### config.mk
export PLATFORM = sky130hd
export DESIGN_NAME = step_accumulator_wrap_bounce_decay
export DESIGN_NICKNAME = d
export VERILOG_FILES = /design/src/hdl/sawbd_pkg.sv /design/src/hdl/sawbd_csr.sv /design/src/hdl/sawbd_step.sv /design/src/hdl/step_accumulator_wrap_bounce_decay.sv
export SDC_FILE = /design/constraint.sdc
export NUM_CORES = 2
export LEC_CHECK = 0
export CAP_MARGIN = 30
export CORE_MARGIN = 8
export CORE_UTILIZATION = 71
export DETAILED_ROUTE_END_ITERATION = 8
export DONT_BUFFER_PORTS = 1
export PLACE_DENSITY = 0.85
export SLEW_MARGIN = 30
export SYNTH_ARGS = -nofsm -noshare
export SYNTH_HDL_FRONTEND = slang
export SYNTH_SLANG_ARGS = --single-unit
### constraint.sdc
create_clock -name clock -period 17.92 [get_ports clock]
set_clock_uncertainty 0.05 [all_clocks]
set_input_delay 2.688 -clock clock [delete_from_list [all_inputs] [get_ports clock]]
set_output_delay 2.688 -clock clock [all_outputs]
set_load 0.05 [all_outputs]
### src/hdl/sawbd_pkg.sv
`timescale 1ns / 1ps
// ----------------------------------------------------------------------------
// sawbd_pkg
// Shared types and constants for the ramp generator with wrap and bounce.
// ----------------------------------------------------------------------------
package sawbd_pkg;

   // Fixed-point format of value, step and limits
   localparam int VALUE_WIDTH = 32;
   localparam int FRAC_BITS   = 16;
   localparam int DECAY_WIDTH = FRAC_BITS + 1;

   // Width used for limit arithmetic: sum plus doubled limit headroom
   localparam int WIDE_WIDTH  = VALUE_WIDTH + 3;
   // Product of signed step and non-negative decay factor
   localparam int PROD_WIDTH  = VALUE_WIDTH + DECAY_WIDTH + 1;

   localparam logic [DECAY_WIDTH-1:0] DECAY_ONE = DECAY_WIDTH'(1) << FRAC_BITS;
   localparam logic signed [VALUE_WIDTH-1:0] VALUE_MAX =
      {1'b0, {(VALUE_WIDTH-1){1'b1}}};
   localparam logic signed [VALUE_WIDTH-1:0] VALUE_MIN =
      {1'b1, {(VALUE_WIDTH-1){1'b0}}};

   // Register reset values
   localparam logic signed [VALUE_WIDTH-1:0] UPPER_RESET =
      VALUE_WIDTH'(1) << FRAC_BITS;

   // Operating modes
   typedef enum logic [1:0] {
      MODE_PLAIN  = 2'd0,
      MODE_DECAY  = 2'd1,
      MODE_WRAP   = 2'd2,
      MODE_BOUNCE = 2'd3
   } mode_type;

   // Item functions
   localparam logic FUNC_TICK   = 1'b0;
   localparam logic FUNC_PRESET = 1'b1;

   // Register map
   localparam int CSR_INDEX_WIDTH = 3;
   localparam logic [CSR_INDEX_WIDTH-1:0] CSR_MODE         = 3'd0;
   localparam logic [CSR_INDEX_WIDTH-1:0] CSR_START_STEP   = 3'd1;
   localparam logic [CSR_INDEX_WIDTH-1:0] CSR_DECAY_FACTOR = 3'd2;
   localparam logic [CSR_INDEX_WIDTH-1:0] CSR_LOWER_LIMIT  = 3'd3;
   localparam logic [CSR_INDEX_WIDTH-1:0] CSR_UPPER_LIMIT  = 3'd4;

   // Configuration seen by the datapath
   typedef struct packed {
      mode_type                        mode;
      logic signed [VALUE_WIDTH-1:0]   start_step;
      logic        [DECAY_WIDTH-1:0]   decay_factor;
      logic signed [VALUE_WIDTH-1:0]   lower_limit;
      logic signed [VALUE_WIDTH-1:0]   upper_limit;
   } cfg_type;

   // One result beat plus the new state
   typedef struct packed {
      logic signed [VALUE_WIDTH-1:0]   value;
      logic signed [VALUE_WIDTH-1:0]   step;
      logic                            wrapped;
      logic                            reversed;
      logic                            saturated;
   } result_type;

endpackage

### src/hdl/sawbd_csr.sv
`timescale 1ns / 1ps
// ----------------------------------------------------------------------------
// sawbd_csr
// Configuration register file; always ready, one register per write beat.
// ----------------------------------------------------------------------------
module sawbd_csr (
   input  logic                                        clock,
   input  logic                                        reset,
   input  logic                                        csr_valid,
   output logic                                        csr_ready,
   input  logic [sawbd_pkg::CSR_INDEX_WIDTH-1:0]       csr_index,
   input  logic [sawbd_pkg::VALUE_WIDTH-1:0]           csr_wdata,
   output sawbd_pkg::cfg_type                          cfg
);

   sawbd_pkg::cfg_type cfg_ff;
   sawbd_pkg::cfg_type cfg_in;

   assign csr_ready = 1'b1;
   assign cfg       = cfg_ff;

   // Decode write beat; unknown indexes are dropped
   always_comb begin
      cfg_in = cfg_ff;
      if (csr_valid) begin
         case (csr_index)
            sawbd_pkg::CSR_MODE:
               cfg_in.mode = sawbd_pkg::mode_type'(csr_wdata[1:0]);
            sawbd_pkg::CSR_START_STEP:
               cfg_in.start_step = csr_wdata;
            sawbd_pkg::CSR_DECAY_FACTOR:
               cfg_in.decay_factor = csr_wdata[sawbd_pkg::DECAY_WIDTH-1:0];
            sawbd_pkg::CSR_LOWER_LIMIT:
               cfg_in.lower_limit = csr_wdata;
            sawbd_pkg::CSR_UPPER_LIMIT:
               cfg_in.upper_limit = csr_wdata;
            default: ;
         endcase
      end
   end

   always_ff @(posedge clock) begin
      if (reset) begin
         cfg_ff.mode         <= sawbd_pkg::MODE_PLAIN;
         cfg_ff.start_step   <= '0;
         cfg_ff.decay_factor <= sawbd_pkg::DECAY_ONE;
         cfg_ff.lower_limit  <= '0;
         cfg_ff.upper_limit  <= sawbd_pkg::UPPER_RESET;
      end else begin
         cfg_ff <= cfg_in;
      end
   end

endmodule

### src/hdl/sawbd_step.sv
`timescale 1ns / 1ps
// ----------------------------------------------------------------------------
// sawbd_step
// Next-state logic: accumulate, decay the step, wrap/bounce/saturate.
// ----------------------------------------------------------------------------
module sawbd_step (
   input  sawbd_pkg::cfg_type                          cfg,
   input  logic                                        func,
   input  logic signed [sawbd_pkg::VALUE_WIDTH-1:0]    preset_value,
   input  logic signed [sawbd_pkg::VALUE_WIDTH-1:0]    value,
   input  logic signed [sawbd_pkg::VALUE_WIDTH-1:0]    step,
   output sawbd_pkg::result_type                       result
);

   localparam int VW = sawbd_pkg::VALUE_WIDTH;
   localparam int WW = sawbd_pkg::WIDE_WIDTH;
   localparam int FB = sawbd_pkg::FRAC_BITS;
   localparam int DW = sawbd_pkg::DECAY_WIDTH;
   localparam int PW = sawbd_pkg::PROD_WIDTH;

   logic        [DW-1:0]   factor;
   logic signed [PW-1:0]   product;
   logic signed [VW-1:0]   decayed;
   logic signed [VW-1:0]   negated;
   logic signed [VW:0]     sum;
   logic signed [WW-1:0]   sum_w;
   logic signed [VW-1:0]   lo;
   logic signed [VW-1:0]   hi;
   logic signed [WW-1:0]   lo_w;
   logic signed [WW-1:0]   hi_w;
   logic                   at_hi;
   logic                   at_lo;
   logic signed [WW-1:0]   fold;
   logic signed [WW-1:0]   clipped;
   logic signed [VW-1:0]   sat_value;
   logic                   overflow;

   // Step decay: factor above 1.0 acts as 1.0, product floored
   assign factor  = (cfg.decay_factor > sawbd_pkg::DECAY_ONE) ?
                    sawbd_pkg::DECAY_ONE : cfg.decay_factor;
   assign product = PW'(step) * $signed({1'b0, factor});
   assign decayed = product[FB +: VW];
   assign negated = (decayed == sawbd_pkg::VALUE_MIN) ? sawbd_pkg::VALUE_MAX
                                                       : -decayed;

   // Full-precision sum and ordered limits
   assign sum   = (VW+1)'(value) + (VW+1)'(step);
   assign sum_w = WW'(sum);
   assign lo    = (cfg.lower_limit > cfg.upper_limit) ? cfg.upper_limit
                                                      : cfg.lower_limit;
   assign hi    = (cfg.lower_limit > cfg.upper_limit) ? cfg.lower_limit
                                                      : cfg.upper_limit;
   assign lo_w  = WW'(lo);
   assign hi_w  = WW'(hi);
   assign at_hi = (sum_w >= hi_w);
   assign at_lo = !at_hi && (sum_w <= lo_w);

   // Unbounded modes: clip to number range
   assign overflow  = (sum[VW] != sum[VW-1]);
   assign sat_value = !overflow ? sum[VW-1:0] :
                      (sum[VW] ? sawbd_pkg::VALUE_MIN : sawbd_pkg::VALUE_MAX);

   // Single wrap or reflection at a limit
   always_comb begin
      fold = sum_w;
      if (cfg.mode == sawbd_pkg::MODE_WRAP) begin
         if (at_hi) begin
            fold = sum_w - hi_w + lo_w;
         end else if (at_lo) begin
            fold = sum_w + hi_w - lo_w;
         end
      end else begin
         if (at_hi) begin
            fold = (hi_w <<< 1) - sum_w;
         end else if (at_lo) begin
            fold = (lo_w <<< 1) - sum_w;
         end
      end
   end

   // Overshoot past the span is pinned into the limits
   always_comb begin
      if (fold < lo_w) begin
         clipped = lo_w;
      end else if (fold > hi_w) begin
         clipped = hi_w;
      end else begin
         clipped = fold;
      end
   end

   // Result select
   always_comb begin
      result.value     = value;
      result.step      = step;
      result.wrapped   = 1'b0;
      result.reversed  = 1'b0;
      result.saturated = 1'b0;
      if (func == sawbd_pkg::FUNC_PRESET) begin
         result.value = preset_value;
         result.step  = cfg.start_step;
      end else begin
         case (cfg.mode)
            sawbd_pkg::MODE_PLAIN: begin
               result.value     = sat_value;
               result.saturated = overflow;
            end
            sawbd_pkg::MODE_DECAY: begin
               result.value     = sat_value;
               result.step      = decayed;
               result.saturated = overflow;
            end
            sawbd_pkg::MODE_WRAP: begin
               result.value   = clipped[VW-1:0];
               result.step    = decayed;
               result.wrapped = at_hi || at_lo;
            end
            sawbd_pkg::MODE_BOUNCE: begin
               result.value    = clipped[VW-1:0];
               result.step     = (at_hi || at_lo) ? negated : decayed;
               result.reversed = at_hi || at_lo;
            end
            default: ;
         endcase
      end
   end

endmodule

### src/hdl/step_accumulator_wrap_bounce_decay.sv
`timescale 1ns / 1ps
// ----------------------------------------------------------------------------
// step_accumulator_wrap_bounce_decay
// Q16.16 ramp generator: accumulate, decay, wrap or bounce between limits.
// ----------------------------------------------------------------------------
// Accepts one beat per clock and returns exactly one result beat per input
// beat, in order. A beat is captured in an input register; from there one
// pass of logic (a 32x18 multiply for the step decay, the 33-bit sum, the
// limit compares and a fold/clip) updates the running value and step and
// loads the result register, from which the result is presented. Throughput
// is one item per cycle; it stalls only while the result register is held
// by rsp_ready. The configuration port is always ready; write it while the
// block is idle.
// ----------------------------------------------------------------------------
module step_accumulator_wrap_bounce_decay (
   input  logic                                        clock,
   input  logic                                        reset,
   // item channel
   input  logic                                        req_valid,
   output logic                                        req_ready,
   input  logic                                        req_func,
   input  logic signed [sawbd_pkg::VALUE_WIDTH-1:0]    req_preset_value,
   // result channel
   output logic                                        rsp_valid,
   input  logic                                        rsp_ready,
   output logic signed [sawbd_pkg::VALUE_WIDTH-1:0]    rsp_value_out,
   output logic signed [sawbd_pkg::VALUE_WIDTH-1:0]    rsp_step_out,
   output logic                                        rsp_wrapped,
   output logic                                        rsp_reversed,
   output logic                                        rsp_saturated,
   // configuration channel
   input  logic                                        csr_valid,
   output logic                                        csr_ready,
   input  logic [sawbd_pkg::CSR_INDEX_WIDTH-1:0]       csr_index,
   input  logic [sawbd_pkg::VALUE_WIDTH-1:0]           csr_wdata
);

   localparam int VW = sawbd_pkg::VALUE_WIDTH;

   sawbd_pkg::cfg_type      cfg;
   sawbd_pkg::result_type   result;

   logic                    in_valid_ff;
   logic                    in_func_ff;
   logic signed [VW-1:0]    in_preset_ff;
   logic signed [VW-1:0]    value_ff;
   logic signed [VW-1:0]    step_ff;
   logic                    out_valid_ff;
   sawbd_pkg::result_type   out_ff;
   logic                    advance;

   sawbd_csr u_csr (
      .clock     (clock),
      .reset     (reset),
      .csr_valid (csr_valid),
      .csr_ready (csr_ready),
      .csr_index (csr_index),
      .csr_wdata (csr_wdata),
      .cfg       (cfg)
   );

   sawbd_step u_step (
      .cfg          (cfg),
      .func         (in_func_ff),
      .preset_value (in_preset_ff),
      .value        (value_ff),
      .step         (step_ff),
      .result       (result)
   );

   // Pipeline control: the input stage moves on when the result slot frees
   assign advance   = in_valid_ff && (!out_valid_ff || rsp_ready);
   assign req_ready = !in_valid_ff || advance;

   // Input register
   always_ff @(posedge clock) begin
      if (reset) begin
         in_valid_ff <= 1'b0;
      end else if (req_ready) begin
         in_valid_ff <= req_valid;
      end
   end

   always_ff @(posedge clock) begin
      if (req_ready && req_valid) begin
         in_func_ff   <= req_func;
         in_preset_ff <= req_preset_value;
      end
   end

   // Running state
   always_ff @(posedge clock) begin
      if (reset) begin
         value_ff <= '0;
         step_ff  <= '0;
      end else if (advance) begin
         value_ff <= result.value;
         step_ff  <= result.step;
      end
   end

   // Result register
   always_ff @(posedge clock) begin
      if (reset) begin
         out_valid_ff <= 1'b0;
      end else if (advance) begin
         out_valid_ff <= 1'b1;
      end else if (rsp_ready) begin
         out_valid_ff <= 1'b0;
      end
   end

   always_ff @(posedge clock) begin
      if (advance) begin
         out_ff <= result;
      end
   end

   assign rsp_valid     = out_valid_ff;
   assign rsp_value_out = out_ff.value;
   assign rsp_step_out  = out_ff.step;
   assign rsp_wrapped   = out_ff.wrapped;
   assign rsp_reversed  = out_ff.reversed;
   assign rsp_saturated = out_ff.saturated;

endmodule

After elaboration in Yosys (flattened, before gate mapping) --
Cells that the tools add are included.
Cells by class: equality and inequality tests 9, multipliers 1, magnitude comparators 6, reduce and logical (&&, ||, !) cells 23, multiplexer cells 19, bitwise operators 3, add/subtract/negate cells 8
Operators with widths (count):
- 32-bit 2-to-1 mux | 8
- 35-bit 2-to-1 mux | 5
- 32-bit case mux with 2 select lines | 2
- 33-bit by 33-bit subtractor with 34-bit output | 2
- 64-bit 2-to-1 mux | 1
- 32-bit by 18-bit multiplier with 48-bit output | 1
- 34-bit by 32-bit adder with 35-bit output | 1
- 35-bit by 32-bit > comparator with 1-bit output | 1
- 35-bit by 32-bit less-than comparator with 1-bit output | 1
- 34-bit by 32-bit subtractor with 35-bit output | 1
- 33-bit by 32-bit adder with 34-bit output | 1
- 33-bit by 32-bit subtractor with 34-bit output | 1
- 32-bit by 32-bit adder with 33-bit output | 1
- 33-bit by 32-bit >= comparator with 1-bit output | 1
- 33-bit by 32-bit less-or-equal comparator with 1-bit output | 1
- 32-bit equality test, second input constant | 1
- 32-bit > comparator | 1
- 32-bit negator | 1
- 17-bit > comparator, second input constant | 1
- 17-bit 2-to-1 mux | 1
- 2-bit OR reduction | 6
- 2-bit AND reduction | 5
- 3-bit by 2-bit equality test with 1-bit output, second input constant | 2
- 2-bit equality test, second input constant | 2
- other kinds (12) | 21
Storage, ports and cells: flip-flop bits (word level) 281, input port bits 73, logic and storage cells 85

Logic depth before layout (Yosys ltp) --
depth after elaboration 13, gate-level depth with buffers 50, gate-level depth less buffers 45

Cells and area by module --
Synthesis repeated with hierarchy kept, for this count alone.
Second synthesis, totals: cell total of the unflattened synthesis 5492, area total of the unflattened synthesis 46980.1 um^2
By module, submodules not included:
- sawbd_step | instances 1, cells an instance 4689, seq. area each 0.0 um^2, area an instance 36331.1 um^2
- step_accumulator_wrap_bounce_decay | instances 1, cells an instance 387, seq. area each 4324.1 um^2, area an instance 5999.5 um^2
- sawbd_csr | instances 1, cells an instance 416, seq. area each 2302.2 um^2, area an instance 4649.5 um^2

Worst setup path after synthesis --
No wires, ideal clock.
kind flip-flop to flip-flop, from register u_csr.cfg_ff (netlist bit u_csr.cfg[31]), to register value_ff[30], buffers on the path 3, required time 17774 ps, slack 7914 ps, clock period less this slack 10006 ps, cell stages (with the launch flop) 45, library setup time 96 ps, arrival 9860 ps, path through dfxtp_1 -> inv_1 -> ha_1 -> nand4_2 -> or4_1 -> or3_1 -> o41ai_2 -> mux2_4 -> clkbuf_1 -> clkbuf_1 -> buf_1 -> nor2_1 -> a21oi_1 -> inv_1 -> a21o_1 -> ha_1 -> a211oi_1 -> o211ai_1 -> (+9 left out) -> a221oi_1 -> a211oi_1 -> ha_1 -> a21o_1 -> a21o_1 -> a21o_1 -> a21o_1 -> a21o_1 -> a21oi_1 -> o21ai_0 -> a21oi_1 -> xor2_1 -> a2111oi_1 -> o21ai_2 -> nand2_4 -> nor3_1 -> or4b_4 -> o41ai_2
On the way: word-level cells in the longest chain between the ends 13, elaborated cells on any way between the ends 24, classes of those cells add/sub: 6; order compare: 5; mux: 11; reduce/logical: 2
RTL lines:
- start, declared | RTL line sawbd_csr.sv:16 | sawbd_pkg::cfg_type cfg_ff;
- start signal, assigned | RTL line sawbd_csr.sv:50 | cfg_ff <= cfg_in;
- branches (longest 10 deep; another with 34-bit by 32-bit subtractor with 35-bit output)
- 32-bit 2-to-1 mux (*) | RTL line sawbd_step.sv:83 | if (fold < lo_w) begin
- 32-bit case mux with 2 select lines (*) | RTL line sawbd_step.sv:103 | case (cfg.mode)
- 64-bit 2-to-1 mux (*) | RTL line sawbd_step.sv:99 | if (func == sawbd_pkg::FUNC_PRESET) begin
- end signal, assigned | RTL line step_accumulator_wrap_bounce_decay.sv:97 | value_ff <= result.value;
- end, declared | RTL line step_accumulator_wrap_bounce_decay.sv:46 | logic signed [VW-1:0] value_ff;
Mark *: on every way between the ends. A chain may end at the register's enable or synchronous reset.

==> flow_summary.json <==
{
  "finalPower_mw": 4.013,
  "synth_compound_area_share_pct": 18.43,
  "ys_warn_count": 0,
  "synth-edff-count": 100,
  "clkTransAtPathRegs_ps": 70,
  "synth_xor_area_share_pct": 3.942,
  "yosys-top-cells-count": "inv_1, nand2_1, fa_1, ha_1, a21oi_1",
  "finalMaxSlewViolations": 0,
  "via_count": 43520,
  "cts_resized": 0,
  "maxCapViolCount": 0,
  "grt_util_all_layers_pct": 44.50,
  "seq_area_frac_synth_pct": 14.48,
  "die_area_um2": 72850,
  "syn_to_final_growth_pct": 4.500,
  "worst_pin_slew_ps": 1132,
  "ys_seq_elements": 281,
  "crit_path_max_fanout": 71,
  "crit_path_start_kind": "register",
  "pin_count": 143,
  "cts-root-buf": "clkbuf_16",
  "synthCells": 5662,
  "cts_tree": "yes",
  "drt_iter0_markers": 6570,
  "grt_max_degree": 209,
  "violations": "design-rule violations",
  "outcome": "complete, but fails checks",
  "synth_top_area_share_pct": 22.39,
  "synthArstFlopShare_pct": 0,
  "leakage_nw": 23.01,
  "hold_buffers": 0,
  "final_antenna_net_count": 0,
  "post_cts_buffers": 0,
  "required_ps": 18190,
  "synthAdderAreaFrac_pct": 35.35,
  "end_kind": "register",
  "antenna_found_initial": 22,
  "finalHoldViolations": 0,
  "muxShareOfSynthArea_pct": 1.052,
  "die_h_um": 269.9,
  "combinationalPowerShare_pct": 65.6,
  "first_pass_iters": 9,
  "ys.flop_type": "dfxtp_1",
  "row_count": 93,
  "avgSynthCellArea_um2": 8.084,
  "power_frac_seq_pct": 19.0,
  "dpl.hpwl_um": 129900,
  "cts.sinks": 281,
  "drc_errors": 1,
  "yosys.area.top_type": "fa_1",
  "cp_slowest_stage_delay_ps": 740,
  "intPower_mw": 1.960,
  "design.core.area_um2": 64120,
  "drt_wl_total_um": 167400,
  "netlist_top_cells_area": "fa_1, ha_1, dfxtp_1, inv_1, nand2_1",
  "fmax_ghz": 0.07632,
  "cts_buffers": 28,
  "fp.dieW_um": 269.9,
  "wl_per_cell_um": 26.03,
  "htreeDepth": 1,
  "max-clock-path-buffers": 3,
  "max-slew-margin-rel_pct": 24.53,
  "nFillCells": 4825,
  "p_sw_share_pct": 51.17,
  "viasPerCell": 6.767,
  "finalCritPeriodShare_pct": 73.12,
  "drive_above_1_share_pct": 4.656,
  "setup_tns_ps": 0,
  "grt_pass1_vias": 42160,
  "worstPathArrival_ps": 13380,
  "synthSimpleGateAreaFrac_pct": 17.13,
  "place_congestion": 1.148,
  "setup_violations": 0,
  "fin_crit_ps": 13100,
  "ys_types": 102,
  "start_util_pct": 71.39,
  "nets": 6600,
  "grt_pass1_wl_um": 251100,
  "crit_type": "register to register",
  "yosysMostFrequentCell": "inv_1",
  "io_buffers": 0,
  "synth_top_family_by_area": "adder cells",
  "hold_path.class": "register to register",
  "syn_nets": 6721,
  "overflow": 0,
  "powerDensity_nw_per_um2": 83.90,
  "slowest_stage": "a21oi_1",
  "ir_drop_mv": 0.1082,
  "power.switching_mw": 2.053,
  "clkPwrFrac_pct": 15.5,
  "clock_latency_ps": 610,
  "rsz0062_at_grt": "false",
  "syn_area_um2": 45770
}
[layer usage]
layer  up-vias  wire [µm]  track usage [%]  part of all wire [%]
li1      18530          -                -                     -
met1     20890      61710            58.41                    37
met4        14       8333            17.99                   5.0
met3       687      31610            23.35                    19
met5         -        156           0.5391                 0.093
met2      3400      65580            60.95                    39
[layout make-up]
type	instances	area [µm²]	share of cell area [%]
antenna	13	32.53	0.06801
tap	855	1070	2.237
timing repair buffer	112	870.8	1.821
clock buffer	34	743.2	1.554
clock inverter	18	192.7	0.4029
sequential	281	6628	13.86
multi-input combinational	4219	34910	72.99
inverter	899	3382	7.071
[per-stage QoR]
| step | setup WS (ps) | instances | hold WS, ps | area [µm²] | utilization (%) |
|---|---|---|---|---|---|
| global placement | 5393 | 6361 | 391.8 | 46750 | 72.92 |
| floorplan | 7914 | 5662 | 383.2 | 45770 | - |
| detailed placement | 5518 | 6365 | 395.3 | 46820 | 73.02 |
| finish | 4818 | 6431 | 406.4 | 47830 | 74.60 |
| global route | 4379 | 6418 | 418.3 | 47800 | 74.55 |
| CTS | 5453 | 6417 | 404.4 | 47750 | 74.48 |
[cells in the final DEF (no fill, tap or decap), types with 39 or more instances in the layout]
cell | synthesis | routed
inv_1 | 895 | 893
nand2_1 | 825 | 825
fa_1 | 512 | 512
ha_1 | 474 | 473
a21oi_1 | 359 | 358
nor2_1 | 355 | 354
a21o_1 | 183 | 182
dfxtp_1 | 181 | 180
o21ai_0 | 167 | 165
and2_1 | 156 | 156
xnor2_1 | 123 | 122
buf_4 | 1 | 107
edfxtp_1 | 100 | 100
xor2_1 | 83 | 79
o21a_1 | 65 | 65
nand3_1 | 57 | 57
nor3_1 | 55 | 55
o21bai_1 | 51 | 51
a211oi_1 | 43 | 43
nor2b_1 | 55 | 39
nand4_1 | 39 | 39
nand2b_1 | 40 | 39
[flip-flops by register name, summed over array words and instances (netlist names), 32 cells and up]
name	flops
in_preset_ff	32
rsp_value_out	32
rsp_step_out	32
u_csr.cfg	115
value_ff	32
step_ff	32
[power groups by stage]
stage          registers (mW)  clock network, mW  logic, mW
5_1_grt                 0.761              0.638       2.76
2_1_floorplan           0.758                  0       1.73
3_5_place_dp            0.772                  0       2.44
3_3_place_gp            0.771                  0       2.42
6_report                0.761              0.620       2.63
4_1_cts                 0.759              0.613       2.46
[critical path, delay by kind of cell, from the launching register on]
kind	cells	cell delay, ps
xor gates and xnor gates	1	190
adders and majority gates	5	2040
and+or+nand+nor	12	2780
AOI/OAI and AO/OA	18	5490
DFF	1	340
muxes	2	490
buffers and inverters	6	1430
[cell families (layout without fill, tap and decap cells)]
| logic type | count (synthesis) | after routing |
|---|---|---|
| simple gates | 1726 | 1726 |
| compound gates | 1255 | 1255 |
| buf+inv | 1162 | 1063 |
| fa+ha+maj | 986 | 986 |
| flops | 281 | 281 |
| xor+xnor | 206 | 206 |
| mux | 45 | 45 |
| other cells | 1 | 14 |
[path summary, 6_finish.rpt]
| check | slack, ps | start | depth (start not counted) | endpoint |
|---|---|---|---|---|
| max | 4820 | u_csr.cfg[31] | 44 | rsp_value_out[13] |
| min | 410 | u_csr.cfg[23] | 2 | u_csr.cfg[23] |
| max reg2reg | 4820 | u_csr.cfg[31] | 44 | rsp_value_out[13] |
| min reg2reg | 410 | u_csr.cfg[23] | 2 | u_csr.cfg[23] |
Note: power is estimated with default switching activity, not from simulation.
